**src/rtl/qalu_sqrt.sv**
```systemverilog
// Pipelined rounded integer square root, one result bit per stage.
`default_nettype none
module qalu_sqrt #(
  parameter int W = 32
) (
  input  logic         clk,
  input  logic         en,
  input  logic [2*W:0] s,
  output logic [W:0]   r
);

  localparam int RB = W + 1;
  localparam int SB = 2 * RB;
  localparam int RW = RB + 3;

  logic [SB-1:0] st_s   [RB-1];
  logic [RB-1:0] st_r   [RB];
  logic [RW-1:0] st_rem [RB];

  for (genvar k = 0; k < RB; k++) begin : g_bit
    localparam int I = RB - 1 - k;
    logic [SB-1:0] s_in;
    logic [RB-1:0] r_in;
    logic [RW-1:0] rem_in;
    logic [RW-1:0] rem_sh;
    logic [RW-1:0] trial;

    if (k == 0) begin : g_first
      assign s_in   = SB'(s);
      assign r_in   = '0;
      assign rem_in = '0;
    end else begin : g_next
      assign s_in   = st_s[k-1];
      assign r_in   = st_r[k-1];
      assign rem_in = st_rem[k-1];
    end

    assign rem_sh = {rem_in[RW-3:0], s_in[2*I+1 -: 2]};
    assign trial  = RW'({r_in, 2'b01});

    if (k < RB - 1) begin : g_carry
      always_ff @(posedge clk) begin
        if (en) begin
          st_s[k] <= s_in;
        end
      end
    end

    always_ff @(posedge clk) begin
      if (en) begin
        if (rem_sh >= trial) begin
          st_rem[k] <= rem_sh - trial;
          st_r[k]   <= {r_in[RB-2:0], 1'b1};
        end else begin
          st_rem[k] <= rem_sh;
          st_r[k]   <= {r_in[RB-2:0], 1'b0};
        end
      end
    end
  end

  always_ff @(posedge clk) begin
    if (en) begin
      if (st_rem[RB-1] > RW'(st_r[RB-1])) begin
        r <= st_r[RB-1] + 1'b1;
      end else begin
        r <= st_r[RB-1];
      end
    end
  end

endmodule
`default_nettype wire

```
**config.mk**
```make
export PLATFORM = sky130hd
export DESIGN_NAME = qalu_sqrt
export DESIGN_NICKNAME = d
export VERILOG_FILES = /design/src/rtl/qalu_sqrt.sv
export SDC_FILE = /design/constraint.sdc
export NUM_CORES = 2
export LEC_CHECK = 0
export BUFFER_PORTS_ARGS = -buffer_cell sky130_fd_sc_hd__buf_4
export CAP_MARGIN = 10
export CORE_ASPECT_RATIO = 0.9
export CORE_UTILIZATION = 64
export DETAILED_ROUTE_END_ITERATION = 12
export PLACE_DENSITY = 0.8
export SKIP_CTS_REPAIR_TIMING = 1
export SYNTH_ARGS = -nofsm -noshare
export SYNTH_HDL_FRONTEND = slang
export SYNTH_MEMORY_MAX_BITS = 65536
export SYNTH_SLANG_ARGS = --single-unit
```
**constraint.sdc**
```tcl
create_clock -name clk -period 6.26 [get_ports clk]
set_input_delay 1.252 -clock clk [delete_from_list [all_inputs] [get_ports clk]]
set_output_delay 1.252 -clock clk [all_outputs]
set_load 0.01 [all_outputs]
```
==> run_results.csv <==
group,metric,value,unit
global_route,grt_start_max_net_pins,191,
synthesis,synth_cell_type_count,102,
power,leakagePower,54.1,nW
power,p_clk_frac,0.312,
floorplan,dieWidth,475,µm
sta,clock.fmax,218,MHz
sta,finalWorstSetupSlack,1.67,ns
synthesis,syn_inst,10100,
clocking,ctsLongestPathBuffers,4,
sta,setup_viol,0,
synthesis,synth_edf_count,2718,
clocking,htree_levels,5,
sta,hold_viol_final,0,
drt,num_vias,80200,
synthesis,syn-cell-area,129000,µm²
power,peakVddDrop,0.281,mV
synthesis,avgSynthCellArea,12.8,µm²
drt,drc,0,
synthesis,async_flop_share,0,
synthesis,ys_seq_area_frac,0.634,
drt,wire_per_inst,20.8,µm
clocking,cts_root_buf,"clkbuf_16",
floorplan,die_h,428,µm
sta,holdWs,0.390,ns
placement,routabilityCongestion,0.936,
floorplan,initial_core_util,0.647,
drt,drt_iter0_markers,7815,
critical_path,worst-path-max-fanout,35,
floorplan,num_io_pins,100,
sta,finalMaxSlewViolations,0,
flow_run,drv_cap,0,
sta,fin_crit_sh,0.733,
power,p_sw_frac,0.287,
drt,firstDrtPassIters,8,
floorplan,placeableCoreArea,199000,µm²
power,netSwitchingPower,15.0,mW
sta,setup-tns-final,0,ns
placement,dp_hpwl,192000,µm
clocking,clock-sinks,2719,
sta,tightest_slew,1.21,ns
cells_and_area,fin_cells,13200,
drt,routed_wirelength,275000,µm
critical_path,slowest_stage,"o41ai_1",
cells_and_area,fin_nets,11000,
cells_and_area,drive_gt1_frac,0.0742,
placement,place_inst,12700,
critical_path,cp_data_required_time,6.88,ns
sta,rsz0062_at_grt,"no",
floorplan,die_area,203000,µm²
global_route,grt_use_total,0.268,
floorplan,rows,155,
placement,port-buffer-count,99,
power,intPower,37.2,mW
global_route,grt_pass1_vias,77200,
synthesis,synth_ff_type,"edfxtp_1",
sta,period_needed,4.59,ns
sta,max-slew-margin-rel,0.187,
synthesis,syn-num-nets,10800,
critical_path,worstSetupEndpointType,"flip-flop",
hold_path,hold_path_class,"flip-flop to flip-flop",
sta,skew,0.0688,ns
synthesis,ys_ff_latch,2719,
global_route,overflow,0,
drt,ant_nets,0,
power,pwr-share-comb,0.214,
critical_path,cp_cell_sequence,"inv_1, ha_1, nand2b_1, a21oi_1, o41ai_1, o21ai_0, buf_4, a21oi_1, o21ai_0, nor2_1, buf_4, inv_2, nand2_1, a211oi_1, xor2_1",
clocking,cts_buffers,290,
power,pwr-share-seq,0.474,
power,power_density,369,nW/µm²
drt,routed_via_density,6.07,
clocking,cts_tree,"yes",
synthesis,yosysWarnings,0,
critical_path,worstPathArrival,5.21,ns
outcome,status,"complete, no violations",
cells_and_area,syn_to_final_growth,9.97,%
clocking,clk_latency,0.94,ns
cells_and_area,post-route-util,0.711,
placement,dpl_worst_slack,1.58,ns
critical_path,critPathLaunchType,"flip-flop",
global_route,grt_first_pass_wirelength,428000,µm
critical_path,worstSetupPathType,"flip-flop to flip-flop",
clocking,clk_pin_slew_worst_paths,0.06,ns
global_route,antenna_found_initial,1,
critical_path,cp_slowest_stage_delay,0.90,ns
cells_and_area,fillCellCount,13300,
[metal layers]
metal / track usage / part of all wire
met1: 0.390 / 0.45
met2: 0.429 / 0.47
met3: 0.0387 / 0.062
met4: 0.0693 / 0.023
met5: 0 / 0
[cell usage in the layout (no fill, tap or decap), types with 41 or more instances in the layout]
| cell | synthesis | layout |
|---|---|---|
| nand2b_1 | 114 | 114 |
| edfxtp_1 | 2718 | 2718 |
| or4_1 | 64 | 64 |
| inv_1 | 779 | 779 |
| o21a_1 | 94 | 94 |
| o31ai_1 | 41 | 41 |
| buf_4 | 3 | 160 |
| nor2b_1 | 81 | 81 |
| a31oi_1 | 50 | 49 |
| nand3_1 | 177 | 177 |
| nand4_1 | 121 | 121 |
| nor2_1 | 477 | 477 |
| a21o_1 | 287 | 287 |
| clkinv_1 | 1 | 55 |
| o21ai_0 | 633 | 633 |
| or3_1 | 114 | 114 |
| and2_1 | 69 | 69 |
| or2_2 | 64 | 64 |
| clkbuf_1 | 186 | 60 |
| nand2_1 | 777 | 777 |
| ha_1 | 631 | 631 |
| and3_1 | 70 | 70 |
| o211ai_1 | 46 | 46 |
| xor2_1 | 445 | 445 |
| a211oi_1 | 55 | 53 |
| o21bai_1 | 49 | 49 |
| clkbuf_16 | 0 | 297 |
| a21oi_1 | 525 | 523 |
| clkinv_2 | 0 | 50 |
| nor4_1 | 130 | 130 |
| mux2_2 | 84 | 84 |
| nor3_1 | 243 | 239 |
| xnor2_1 | 492 | 492 |
[worst paths after layout]
kind                 from             end  slack [ns]  cells after the start
max reg2reg  st_s[1][671]  st_rem[27][33]        1.67                     15
min reg2reg  st_s[1][347]    st_s[1][413]        0.39                      0
min          st_s[1][347]    st_s[1][413]        0.39                      0
max          st_s[1][671]  st_rem[27][33]        1.67                     15
[critical path: cells and delay by family (launching register included)]
kind            cells  cell delay [ns]
flops               1             0.61
simple gates        3             0.46
xor+xnor            1             0.17
buf+inv             4             1.00
compound gates      6             1.86
fa+ha+maj           1             0.20
[final cells by class]
| type | count | area (µm²) | share of cell area |
|---|---|---|---|
| well taps | 2669 | 3340 | 0.0236 |
| clock inverters | 144 | 1210 | 0.00858 |
| multi-input cells | 6363 | 43500 | 0.307 |
| inverters | 782 | 2940 | 0.0207 |
| clock buffers | 357 | 7660 | 0.0541 |
| repair buffers | 169 | 1390 | 0.00981 |
| diodes | 3 | 7.51 | 0.0000530 |
| flip-flops and latches | 2719 | 81600 | 0.576 |
[metrics by stage]
step                power (mW)  area [µm²]
CTS                       52.4      142000
global placement          35.7      133000
floorplan                 32.7      129000
global route              54.6      142000
detailed placement        36.0      133000
finish                    52.2      142000
[cells by family (layout without fill, tap and decap cells)]
kind of cell             Yosys count  after routing  synth area share
AND/OR/NAND/NOR                 2662           2662             0.105
XOR/XNOR                         937            937            0.0637
multiplexers                     101            101           0.00867
adder cells (fa/ha/maj)          631            631            0.0613
AO/OA/AOI/OAI                   2032           2032            0.0979
buffers and inverters            997           1452            0.0296
flip-flops                      2719           2719             0.634
other                              0              3                 0
[state kept, by name, summed over array words and instances, names as in the netlist]
register / flops
st_rem: 1069
st_s: 1056
r: 33
st_r: 561
[Yosys cell counts, types with 19 or more instances]
master	number	area, µm²
nand4b_1	19	166
xnor2_1	492	4310
a21oi_1	525	2630
nand2b_1	114	713
o21bai_1	49	368
nor4b_1	29	254
nor3_1	243	1220
clkbuf_1	186	698
a31oi_1	50	313
edfxtp_1	2718	81600
o31ai_1	41	308
nor2_1	477	1790
o211ai_1	46	345
o21a_1	94	706
and3_1	70	438
or4_1	64	480
nor4_1	130	813
a211oi_1	55	413
and4_1	21	184
nand4_1	121	757
or3_1	114	713
nand3b_1	29	218
and2_1	69	432
mux2_2	84	946
ha_1	631	7900
nor2b_1	81	507
nand3_1	177	886
inv_1	779	2920
xor2_1	445	3900
o21ai_0	633	3170
or2_2	64	400
a21boi_0	19	143
nand2_1	777	2920
a21o_1	287	2150
buf_2	19	95.1
[power groups by stage]
| stage | registers [mW] | clock network (mW) | logic, mW |
|---|---|---|---|
| final | 24.8 | 16.3 | 11.2 |
| after global routing | 24.9 | 17.3 | 12.4 |
| after CTS | 24.8 | 16.6 | 11.0 |
| after detailed placement | 25.1 | 0 | 10.9 |
| after global placement | 25.1 | 0 | 10.6 |
| after floorplan | 24.3 | 0 | 8.40 |
(Power assumes the default switching activity.)
